===== src/rtl/core/calendar_minute_advance_assert.svh =====
// Assertion helpers shared by the calendar block.
`ifndef CALENDAR_MINUTE_ADVANCE_ASSERT_SVH
`define CALENDAR_MINUTE_ADVANCE_ASSERT_SVH

// Check that cond implies prop in the same cycle, outside reset.
`define CMA_ASSERT_SAME(label, clk, rstn, cond, prop) \
    label: assert property (@(posedge clk) disable iff (!rstn) (cond) |-> (prop)) \
        else $error("calendar assertion failed");

// Check that cond implies prop in the following cycle, outside reset.
`define CMA_ASSERT_NEXT(label, clk, rstn, cond, prop) \
    label: assert property (@(posedge clk) disable iff (!rstn) (cond) |=> (prop)) \
        else $error("calendar assertion failed");

`endif


===== src/rtl/core/cma_pkg.sv =====
`timescale 1ns / 1ps

package cma_pkg;

    // Operation codes
    localparam logic OP_ADVANCE = 1'b0;
    localparam logic OP_LOAD    = 1'b1;

    // Counter limits
    localparam logic [6:0] MIN_PER_HOUR  = 7'd60;
    localparam logic [5:0] HOUR_PER_DAY  = 6'd24;
    localparam logic [4:0] MONTH_PER_YR  = 5'd12;
    localparam logic [6:0] YEAR_LAST     = 7'd99;
    localparam logic [6:0] YEAR_CENTURY  = 7'd100;
    localparam logic [4:0] DAYS_FEB_LEAP = 5'd29;
    localparam logic [4:0] DAYS_DEFAULT  = 5'd31;
    localparam logic [3:0] MONTH_FEB     = 4'd2;

    localparam logic [4:0] MONTH_LEN [12] = '{
        5'd31, 5'd28, 5'd31, 5'd30, 5'd31, 5'd30,
        5'd31, 5'd31, 5'd30, 5'd31, 5'd30, 5'd31
    };

    typedef struct packed {
        logic       operation;
        logic [5:0] load_second;
        logic [5:0] load_minute;
        logic [4:0] load_hour;
        logic [4:0] load_day;
        logic [3:0] load_month;
        logic [6:0] load_year;
    } cma_in_t;

    typedef struct packed {
        logic [5:0] now_second;
        logic [5:0] now_minute;
        logic [4:0] now_hour;
        logic [4:0] now_day;
        logic [3:0] now_month;
        logic [6:0] now_year;
    } cma_out_t;

    localparam cma_out_t RESET_TIME = '{
        now_second: 6'd49,
        now_minute: 6'd59,
        now_hour:   5'd23,
        now_day:    5'd6,
        now_month:  4'd12,
        now_year:   7'd18
    };

    // Leap test on a two-digit year: multiple of four, century year excluded,
    // year zero counts as a multiple of four hundred.
    function automatic logic is_leap(input logic [6:0] year);
        return (year[1:0] == 2'b00) && (year != YEAR_CENTURY);
    endfunction

    // Days in a month; a month outside 1..12 allows 31 days.
    function automatic logic [4:0] day_limit(input logic [3:0] month,
                                             input logic [6:0] year);
        logic [3:0] idx;
        idx = month - 4'd1;
        if (month == 4'd0 || month > MONTH_PER_YR[3:0]) begin
            return DAYS_DEFAULT;
        end else if (month == MONTH_FEB && is_leap(year)) begin
            return DAYS_FEB_LEAP;
        end else begin
            return MONTH_LEN[idx];
        end
    endfunction

endpackage


===== src/rtl/core/calendar_minute_advance.sv =====
`timescale 1ns / 1ps
// Path: an accepted input word waits in the input register until the result
// register is free, then its result is registered there; two register stages in all.
// Throughput: one word per cycle while the result side does not stall; a new
// word is taken while a result waits. Timing is set by one input register and
// one result register with the minute-to-year carry chain between them.
// Reset: both stages empty, time set to 23:59:49 on day 6, month 12, year 18.
`include "calendar_minute_advance_assert.svh"

module calendar_minute_advance (
    input  logic              aclk,
    input  logic              aresetn,
    input  logic              s_valid,
    output logic              s_ready,
    input  cma_pkg::cma_in_t  s_payload,
    output logic              m_valid,
    input  logic              m_ready,
    output cma_pkg::cma_out_t m_payload
);
    import cma_pkg::*;

    logic     in_valid_reg;
    cma_in_t  in_reg;
    logic     out_valid_reg;
    cma_out_t out_reg;
    cma_out_t time_reg;
    cma_out_t time_next;

    logic       out_free;
    logic       step;
    logic [6:0] min_inc;
    logic [5:0] hour_inc;
    logic [5:0] day_inc;
    logic [4:0] month_inc;

    // Move a word on when the result stage is empty or being drained
    assign out_free = !out_valid_reg || m_ready;
    assign step     = in_valid_reg && out_free;
    assign s_ready  = !in_valid_reg || out_free;

    assign m_valid   = out_valid_reg;
    assign m_payload = out_reg;

    assign min_inc   = {1'b0, time_reg.now_minute} + 7'd1;
    assign hour_inc  = {1'b0, time_reg.now_hour} + 6'd1;
    assign day_inc   = {1'b0, time_reg.now_day} + 6'd1;
    assign month_inc = {1'b0, time_reg.now_month} + 5'd1;

    // Load the time or advance one minute with carries up to the year
    always_comb begin
        time_next = time_reg;
        if (in_reg.operation == OP_LOAD) begin
            time_next.now_second = in_reg.load_second;
            time_next.now_minute = in_reg.load_minute;
            time_next.now_hour   = in_reg.load_hour;
            time_next.now_day    = in_reg.load_day;
            time_next.now_month  = in_reg.load_month;
            time_next.now_year   = in_reg.load_year;
        end else begin
            time_next.now_second = '0;
            if (min_inc < MIN_PER_HOUR) begin
                time_next.now_minute = min_inc[5:0];
            end else begin
                time_next.now_minute = '0;
                if (hour_inc < HOUR_PER_DAY) begin
                    time_next.now_hour = hour_inc[4:0];
                end else begin
                    time_next.now_hour = '0;
                    if (day_inc <= {1'b0, day_limit(time_reg.now_month,
                                                    time_reg.now_year)}) begin
                        time_next.now_day = day_inc[4:0];
                    end else begin
                        time_next.now_day = 5'd1;
                        if (month_inc <= MONTH_PER_YR) begin
                            time_next.now_month = month_inc[3:0];
                        end else begin
                            time_next.now_month = 4'd1;
                            if (time_reg.now_year >= YEAR_LAST) begin
                                time_next.now_year = '0;
                            end else begin
                                time_next.now_year = time_reg.now_year + 7'd1;
                            end
                        end
                    end
                end
            end
        end
    end

    // Hold control and time state, mark words and results valid
    always_ff @(posedge aclk) begin
        if (!aresetn) begin
            in_valid_reg  <= 1'b0;
            out_valid_reg <= 1'b0;
            time_reg      <= RESET_TIME;
        end else begin
            if (s_valid && s_ready) begin
                in_valid_reg <= 1'b1;
            end else if (step) begin
                in_valid_reg <= 1'b0;
            end
            if (step) begin
                out_valid_reg <= 1'b1;
                time_reg      <= time_next;
            end else if (m_ready) begin
                out_valid_reg <= 1'b0;
            end
        end
    end

    // Payload registers need no reset
    always_ff @(posedge aclk) begin
        if (s_valid && s_ready) begin
            in_reg <= s_payload;
        end
        if (step) begin
            out_reg <= time_next;
        end
    end

    `CMA_ASSERT_NEXT(a_step_gives_result, aclk, aresetn, step, out_valid_reg)
    `CMA_ASSERT_SAME(a_result_matches_time, aclk, aresetn, out_valid_reg,
                     out_reg == time_reg)
    `CMA_ASSERT_NEXT(a_advance_clears_second, aclk, aresetn,
                     step && in_reg.operation == OP_ADVANCE,
                     time_reg.now_second == 6'd0)
    `CMA_ASSERT_NEXT(a_load_takes_minute, aclk, aresetn,
                     step && in_reg.operation == OP_LOAD,
                     time_reg.now_minute == $past(in_reg.load_minute))

endmodule


===== config.mk =====
export PLATFORM = sky130hd
export DESIGN_NAME = calendar_minute_advance
export DESIGN_NICKNAME = d
export VERILOG_FILES = /design/src/rtl/core/cma_pkg.sv /design/src/rtl/core/calendar_minute_advance.sv
export VERILOG_INCLUDE_DIRS = /design/src /design/src/rtl/core
export SDC_FILE = /design/constraint.sdc
export NUM_CORES = 1
export LEC_CHECK = 0
export BUFFER_PORTS_ARGS = -buffer_cell sky130_fd_sc_hd__buf_2
export CORE_MARGIN = 2
export CORE_UTILIZATION = 55
export CTS_CLUSTER_DIAMETER = 50
export DETAILED_ROUTE_END_ITERATION = 10
export PLACE_DENSITY = 0.78
export SLEW_MARGIN = 30
export SYNTH_ARGS = -nofsm -noshare
export SYNTH_HDL_FRONTEND = slang
export SYNTH_SLANG_ARGS = --single-unit

===== constraint.sdc =====
create_clock -name aclk -period 4.8 [get_ports aclk]
set_input_delay 0.96 -clock aclk [delete_from_list [all_inputs] [get_ports aclk]]
set_output_delay 0.96 -clock aclk [all_outputs]
set_load 0.02 [all_outputs]

==> impl_metrics.ini, run 1 <==
[clocking]
clkSlewWorstSetupHoldPaths_ps = 90
clockBufferDepth = 2
hold_buffers = 0
cts_buffers = 9
cts_tree = yes
post_cts_buffers = 0
insertion_delay_ps = 370
cts_sinks = 96
cts.repair.resized = 0
root_buffer = clkbuf_8
h-tree-depth = 3

[setup_path]
worst_ep_arrival_time_ps = 4140
cp-end-kind = flop
r2r_start = time_reg[7]$_SDFFE_PN0P_
critPathKind = reg2reg
critical_path_required_ps = 5010
reg2reg_slack_ps = 870
cp-start-kind = flop
r2r_end = m_payload[0]$_DFFE_PP_
r2r_cells = 13
cp_max_fo = 12

[route]
drtIter0Drc = 257
ant_nets = 0
avgViaCountPerCell = 6.09
finalWirelength_um = 10300
routed-via-count = 3741
wl_per_cell_um = 16.8
drtPass1Iterations = 5
drc = 0

[synth]
synthCells = 445
ys_top_cells_by_area = edfxtp_1 (43%), dfxtp_1 (12%), nand2_1 (4.0%)
syn_nets = 493
async_flop_share = 0
synth-warning-count = 0
ys.flop_type = edfxtp_1
synth_adder_area_share = 0.0265
ys_ff_latch = 96
yosysSeqAreaShare = 0.549
synth_top_area_cell = edfxtp_1
synth_top_family_by_area = compound AO/OA/AOI/OAI gates
avgSynthCellArea_um2 = 10.6
synth_mux_area_frac = 0.0138
synthesis.area_mm2 = 0.00473
synth_xor_area_frac = 0.00556
ys_types = 72
synth_compound_area_frac = 0.198
synth-simple-area-share = 0.168
post-synth-top-area-fraction = 0.426
synth_edf_count = 67

[final_layout]
final_cell_count_no_fill = 614
final_cell_mix = buf_2 (72), edfxtp_1 (67), nand2_1 (50), dfxtp_1 (29), nor2_1 (28)
diodes = 0
mostFrequentLayoutCell = buf_2
nNetsFinal = 552
layout-drive-gt1-share = 0.214
largest_register_ffs = 34
area_growth_pct = 13.2
finish.utilization = 0.648

[timing]
hold_violations = 0
period_share = 0.819
drv_slew = 0
finalClockSkew_ps = 11.1
tightest_slew_ps = 978
tns_ps = 0
setup_viol_count_final = 0
fmax_mhz = 254
relSlewSlack = 0.348
period_needed_ps = 3930
rsz0062_at_grt = no

[place]
port_buffers = 72
place_congestion = 0.918
dpl.hpwl_um = 6490
dp_cells = 598

[worst_hold_path]
worstHoldStart = in_valid_reg$_SDFFE_PN0P_
holdPathStages = 2
min_to = m_valid$_SDFFE_PN0P_
hold_class = reg2reg

[power]
powerDensity_mw_per_mm2 = 346
peakVddDrop_mv = 0.190
leakagePower_uw = 0.00204

[floorplan]
initial_core_util = 0.572
die-area_mm2 = 0.00935
ios = 73
fp.dieH_um = 96.7
core_mm2 = 0.00826
chipWidth_um = 96.7
rows = 33

[job]
drv_cap = 0

[global_route]
antenna_found_initial = 0
grt_usage = 0.216
overflow = 0
grt_pass1_vias = 3394
grt_pass1_wl_um = 16400
grt_max_degree = 52

[status]
outcome = completed
## metrics by stage
stage | hold WS [ps] | instance area, um^2 | power [uW] | setup WS (ps)
2_1_floorplan | 461 | 4730 | 1200 | 1590
3_3_place_gp | 490 | 5120 | 1260 | 1120
3_5_place_dp | 493 | 5120 | 1270 | 992
4_1_cts | 512 | 5350 | 1860 | 931
5_1_grt | 543 | 5350 | 1930 | 605
6_report | 523 | 5350 | 1850 | 871
## Yosys cell counts, types with 9 or more instances
| library cell | number |
|---|---|
| o21ai_0 | 22 |
| and2_1 | 15 |
| ha_1 | 10 |
| nand2_1 | 50 |
| nor2_1 | 28 |
| nand3_1 | 21 |
| clkbuf_1 | 19 |
| edfxtp_1 | 67 |
| dfxtp_1 | 29 |
| a21oi_1 | 17 |
| inv_1 | 13 |
| o31ai_1 | 9 |
## per-layer routing
| layer | GRT usage | wire (um) | vias to the layer above |
|---|---|---|---|
| met3 | 0.0549 | 690 | 19 |
| met1 | 0.267 | 4330 | 1758 |
| li1 | - | - | 1802 |
| met2 | 0.370 | 5140 | 162 |
| met5 | 0 | 0 | - |
| met4 | 0.0704 | 164 | 0 |
## report_power, final
| group | leakage [uW] | internal, uW | switching (uW) |
|---|---|---|---|
| clock network | 0.000113 | 310 | 284 |
| logic | 0.00105 | 102 | 171 |
| registers | 0.000881 | 944 | 40.5 |
## critical path, stage by stage, from the launching register on
cell      delay (ps)
dfxtp_1          460
inv_1            150
ha_1             270
nor2_1           170
a21oi_1          110
o221a_2          260
a211o_1          270
ha_1             270
nand2_1           60
o221ai_1         150
o21a_1           330
nor4_4           750
mux2_2           410
o21ai_1          110
## cells by family (layout without fill, tap and decap cells)
| logic type | Yosys count | after routing |
|---|---|---|
| xor gates and xnor gates | 3 | 3 |
| muxes | 6 | 6 |
| DFF | 96 | 96 |
| AOI/OAI and AO/OA | 130 | 130 |
| adders and majority gates | 10 | 10 |
| buffers and inverters | 43 | 107 |
| and+or+nand+nor | 157 | 157 |
## worst max-delay path by stage
stage / start / endpoint / slack (ps)
floorplan: time_reg[7]$_SDFFE_PN0P_ / m_payload[1]$_DFFE_PP_ / 1590
finish: time_reg[7]$_SDFFE_PN0P_ / m_payload[0]$_DFFE_PP_ / 870
global route: time_reg[7]$_SDFFE_PN0P_ / m_payload[10]$_DFFE_PP_ / 600
detailed placement: time_reg[7]$_SDFFE_PN0P_ / m_payload[0]$_DFFE_PP_ / 990
global placement: time_reg[7]$_SDFFE_PN0P_ / m_payload[0]$_DFFE_PP_ / 1120
CTS: time_reg[7]$_SDFFE_PN0P_ / m_payload[0]$_DFFE_PP_ / 930
## area by class of cell
class                      count  area [um^2]
timing repair buffer          76          390
clock inverter                 6         90.1
inverter                      15         57.6
sequential                    96         2590
fill                         657         2910
clock buffer                  10          138
multi-input combinational    306         1950
tap                          105          131
Power figures use the tool's default switching activity.
==> inputs of run 2 (changes only) <==
--- a/config.mk
+++ b/config.mk
@@ -8,10 +8,10 @@
 export LEC_CHECK = 0
 export BUFFER_PORTS_ARGS = -buffer_cell sky130_fd_sc_hd__buf_2
 export CORE_MARGIN = 2
-export CORE_UTILIZATION = 55
+export CORE_UTILIZATION = 51
 export CTS_CLUSTER_DIAMETER = 50
 export DETAILED_ROUTE_END_ITERATION = 10
-export PLACE_DENSITY = 0.78
+export PLACE_DENSITY = 0.76
 export SLEW_MARGIN = 30
 export SYNTH_ARGS = -nofsm -noshare
 export SYNTH_HDL_FRONTEND = slang
==> constraint.sdc (replaced) <==
create_clock -name aclk -period 3.6 [get_ports aclk]
set_input_delay 0.72 -clock aclk [delete_from_list [all_inputs] [get_ports aclk]]
set_output_delay 0.72 -clock aclk [all_outputs]
set_load 0.02 [all_outputs]
==> impl_metrics.ini, run 2 (same netlist as run 1, synthesis figures left out) <==
[status]
outcome = completed

[timing]
period_needed_ps = 3430
hold_violations = 0
drv_slew = 0
setup_viol_count_final = 0
relSlewSlack = 0.402
finalClockSkew_ps = 8.31
period_share = 0.953
tns_ps = 0
hold_ws_ps = 518
fmax_mhz = 291
tightest_slew_ps = 897
rsz0062_at_grt = no

[setup_path]
worst_ep_arrival_time_ps = 3650
cp-start-kind = flop
r2r_cells = 14
cp-end-kind = flop
critical_path_required_ps = 3820
slowest_delay_ps = 370
critPathKind = reg2reg
cp_max_fo = 11
crit_chain = inv_1 -> ha_2 -> and2_1 -> a21oi_1 -> o221a_2 -> a211o_1 -> ha_1 -> nand2_1 -> o221ai_1 -> o21a_2 -> nor4_4 -> buf_6 -> mux2_2 -> o21ai_1
cpMaxStageDelayCell = dfxtp_4

[final_layout]
layout-drive-gt1-share = 0.242
nNetsFinal = 563
nFillCells = 793
area_growth_pct = 15.5
diodes = 0
largest_register_ffs = 34
mostFrequentLayoutCell = buf_2
final_cell_mix = buf_2 (72), edfxtp_1 (67), nand2_1 (50), dfxtp_1 (28), nor2_1 (27)

[global_route]
grt_max_degree = 42
overflow = 0
antenna_found_initial = 0
grt_usage = 0.220
grt_pass1_wl_um = 17500
grt_pass1_vias = 3666

[clocking]
clkSlewWorstSetupHoldPaths_ps = 90
root_buffer = clkbuf_8
insertion_delay_ps = 370
cts_buffers = 9
clockBufferDepth = 2
cts_tree = yes
cts_sinks = 96
h-tree-depth = 3
hold_buffers = 0

[power]
powerDensity_mw_per_mm2 = 455
peakVddDrop_mv = 0.266
leakagePower_uw = 0.00210

[worst_hold_path]
hold_class = reg2reg
holdPathStages = 2

[route]
drc = 0
finalWirelength_um = 10700
ant_nets = 0
drtIter0Drc = 195
routed-via-count = 3732
drtPass1Iterations = 6
wl_per_cell_um = 16.9
avgViaCountPerCell = 5.91

[floorplan]
rows = 35
chipWidth_um = 100
initial_core_util = 0.519
fp.dieH_um = 100
die-area_mm2 = 0.0101
core_mm2 = 0.00911
ios = 73

[job]
drv_cap = 0

[place]
dpl.hpwl_um = 7010
port_buffers = 72
place_congestion = 0.878
-- run 2: cell count changes in the layout (fill, tap and decap cells not counted), sizes merged --
cell,previous run,this run
buf,76,87
-- run 2: path summary, 6_finish.rpt --
kind,end,from,slack (ps)
worst max-delay path,m_payload[0]$_DFFE_PP_,time_reg[7]$_SDFFE_PN0P_,170
worst min-delay path,time_reg[12]$_SDFFE_PN1P_,time_reg[12]$_SDFFE_PN1P_,520
worst max register to register,m_payload[0]$_DFFE_PP_,time_reg[7]$_SDFFE_PN0P_,170
worst min register to register,time_reg[12]$_SDFFE_PN1P_,time_reg[12]$_SDFFE_PN1P_,520
-- run 2: area by class of cell --
type / instances / area (um^2) / area share
clock buffers: 10 / 138 / 0.0252
clock inverters: 6 / 90.1 / 0.0165
inverters: 15 / 56.3 / 0.0103
multi-input cells: 306 / 1960 / 0.359
flip-flops and latches: 96 / 2600 / 0.476
well taps: 111 / 139 / 0.0255
repair buffers: 87 / 477 / 0.0874
-- run 2: metrics by stage --
step                      utilization  cells  power [uW]  area (um^2)  setup WS (ps)
after global routing            0.599    631        2580         5460           13.1
after global placement          0.570    612        1690         5190            188
final                           0.599    631        2480         5460            168
after detailed placement        0.570    612        1700         5190         -0.925
after floorplan                     -    445        1600         4730            386
after CTS                       0.595    628        2490         5420           69.7
-- run 2: critical path: cells and delay by family (launching register included) --
family                     cells  cell delay, ps
buffers and inverters          2             340
muxes                          1             340
and+or+nand+nor                3             550
AOI/OAI and AO/OA              6            1160
adders and majority gates      2             520
DFF                            1             370
-- run 2: layer usage --
layer,share of wire,vias to the layer above,routed length (um),track usage
met5,0,-,0,0
met4,0.020,0,209,0.0875
met3,0.038,17,404,0.0425
met2,0.52,101,5550,0.387
met1,0.42,1789,4500,0.265
li1,-,1825,-,-
-- run 2: where the power goes --
part	total, uW	internal [uW]	switching, uW
Combinational	371	139	232
Sequential	1310	1260	54.3
Clock	799	413	386
Total	2480	1810	673
-- run 2: timing repair --
item,4_1_cts,5_1_grt
gates resized for setup,1,7
setup endpoints to repair,1,12
setup buffers,0,3
pin swaps,0,1
==> inputs of run 3 (changes only) <==
--- a/config.mk
+++ b/config.mk
@@ -11,6 +11,7 @@
 export CORE_UTILIZATION = 51
 export CTS_CLUSTER_DIAMETER = 50
 export DETAILED_ROUTE_END_ITERATION = 10
+export MAX_ROUTING_LAYER = met4
 export PLACE_DENSITY = 0.76
 export SLEW_MARGIN = 30
 export SYNTH_ARGS = -nofsm -noshare
==> impl_metrics.ini, run 3 (same netlist as run 1, synthesis figures left out) <==
[timing]
period_needed_ps = 3440
tightest_slew_ps = 879
finalClockSkew_ps = 13.8
setup_viol_count_final = 0
hold_violations = 0
relSlewSlack = 0.414
drv_slew = 0
tns_ps = 0
period_share = 0.955
rsz0062_at_grt = no
fin_ws_ps = 164
fmax_mhz = 291

[clocking]
h-tree-depth = 3
cts.repair.resized = 0
cts_buffers = 9
insertion_delay_ps = 370
clockBufferDepth = 2
cts_sinks = 96
clkSlewWorstSetupHoldPaths_ps = 90
cts_tree = yes
post_cts_buffers = 0
hold_buffers = 0
root_buffer = clkbuf_8

[worst_hold_path]
hold_class = reg2reg

[place]
port_buffers = 72
place_congestion = 0.910
post-place-ws_ps = 114
dpl.hpwl_um = 6900

[setup_path]
cp-end-kind = flop
critPathKind = reg2reg
worst_ep_arrival_time_ps = 3660
cp_num_buf_inv = 2
cpMaxStageDelayCell = dfxtp_2
cpMostUsedCell = ha_1
cp_top_family = compound AO/OA/AOI/OAI gates
critical_path_required_ps = 3820
cp_max_fo = 12
slowest_delay_ps = 400
crit_chain = inv_1 -> ha_1 -> nor2_1 -> a21oi_1 -> o221a_2 -> a211o_1 -> ha_1 -> nand2_1 -> o221ai_1 -> o21a_1 -> nor4_4 -> buf_6 -> mux2_2 -> o21ai_1
cp-start-kind = flop

[power]
share_clk_of_total_power = 0.285
p_sw_frac = 0.283
comb_power_share = 0.159
powerDensity_mw_per_mm2 = 438
p_int_uw = 1690
power.switching_uw = 667
leakagePower_uw = 0.00205
seqPwrFrac = 0.556
peakVddDrop_mv = 0.201

[final_layout]
nNetsFinal = 559
mostFrequentLayoutCell = buf_2
largest_register_ffs = 34
final_cell_mix = buf_2 (72), edfxtp_1 (67), nand2_1 (50), nor2_1 (28), dfxtp_1 (28)
area_growth_pct = 13.6
diodes = 0
layout-drive-gt1-share = 0.227

[global_route]
grt_usage = 0.232
grt_max_degree = 58
grt_pass1_wl_um = 17700
overflow = 0
grt_pass1_vias = 3638
antenna_found_initial = 0

[route]
drc = 0
met2_length_um = 5600
routed-via-count = 3774
avgViaCountPerCell = 6.02
top_layer = met4
finalWirelength_um = 10800
drtIter0Drc = 226
met1_length_um = 4520
dr_wl_met3_um = 502
ant_nets = 0
wl_per_cell_um = 17.2
drtPass1Iterations = 5

[job]
drv_cap = 0

[floorplan]
initial_core_util = 0.519
rows = 35
ios = 73
fp.dieH_um = 100
chipWidth_um = 100
die-area_mm2 = 0.0101
core_mm2 = 0.00911

[status]
outcome = completed
[run 3: worst min-delay path, delay by kind of cell (launching register included)]
family / cells / cell delay [ps]
AOI/OAI and AO/OA: 1 / 80
DFF: 1 / 320
buffers and inverters: 1 / 70
[run 3: metal layers]
| layer | vias to the layer above | global-route usage |
|---|---|---|
| li1 | 1807 | - |
| met1 | 1832 | 0.270 |
| met2 | 117 | 0.395 |
| met3 | 18 | 0.0453 |
| met4 | 0 | 0.0969 |
| met5 | - | - |
[run 3: worst paths after layout]
check,slack [ps],depth (start not counted),from,to
max,160,14,time_reg[7]$_SDFFE_PN0P_,m_payload[0]$_DFFE_PP_
min,510,2,time_reg[8]$_SDFFE_PN0P_,time_reg[8]$_SDFFE_PN0P_
max reg2reg,160,14,time_reg[7]$_SDFFE_PN0P_,m_payload[0]$_DFFE_PP_
min reg2reg,510,2,time_reg[8]$_SDFFE_PN0P_,time_reg[8]$_SDFFE_PN0P_
[run 3: layout make-up]
cell class / count / area [um^2]
fill: 787 / 3740
sequential: 96 / 2590
multi-input combinational: 306 / 1950
timing repair buffer: 83 / 447
clock buffer: 12 / 155
tap: 111 / 139
inverter: 15 / 57.6
clock inverter: 4 / 28.8
[run 3: metrics by stage]
stage | hold slack, ps | power [uW] | utilization | std cells | area, um^2
floorplan | 461 | 1600 | - | 445 | 4730
global placement | 489 | 1680 | 0.569 | 611 | 5180
detailed placement | 494 | 1700 | 0.569 | 611 | 5180
CTS | 504 | 2360 | 0.589 | 627 | 5360
global route | 494 | 2450 | 0.590 | 627 | 5370
finish | 507 | 2350 | 0.590 | 627 | 5370
[run 3: power by group through the flow]
| stage | sequential [uW] | combinational [uW] | clock [uW] |
|---|---|---|---|
| final | 1310 | 373 | 672 |
| after detailed placement | 1330 | 369 | 0 |
| after floorplan | 1340 | 251 | 0 |
| after CTS | 1310 | 371 | 684 |
| after global placement | 1330 | 355 | 0 |
| after global routing | 1320 | 412 | 726 |
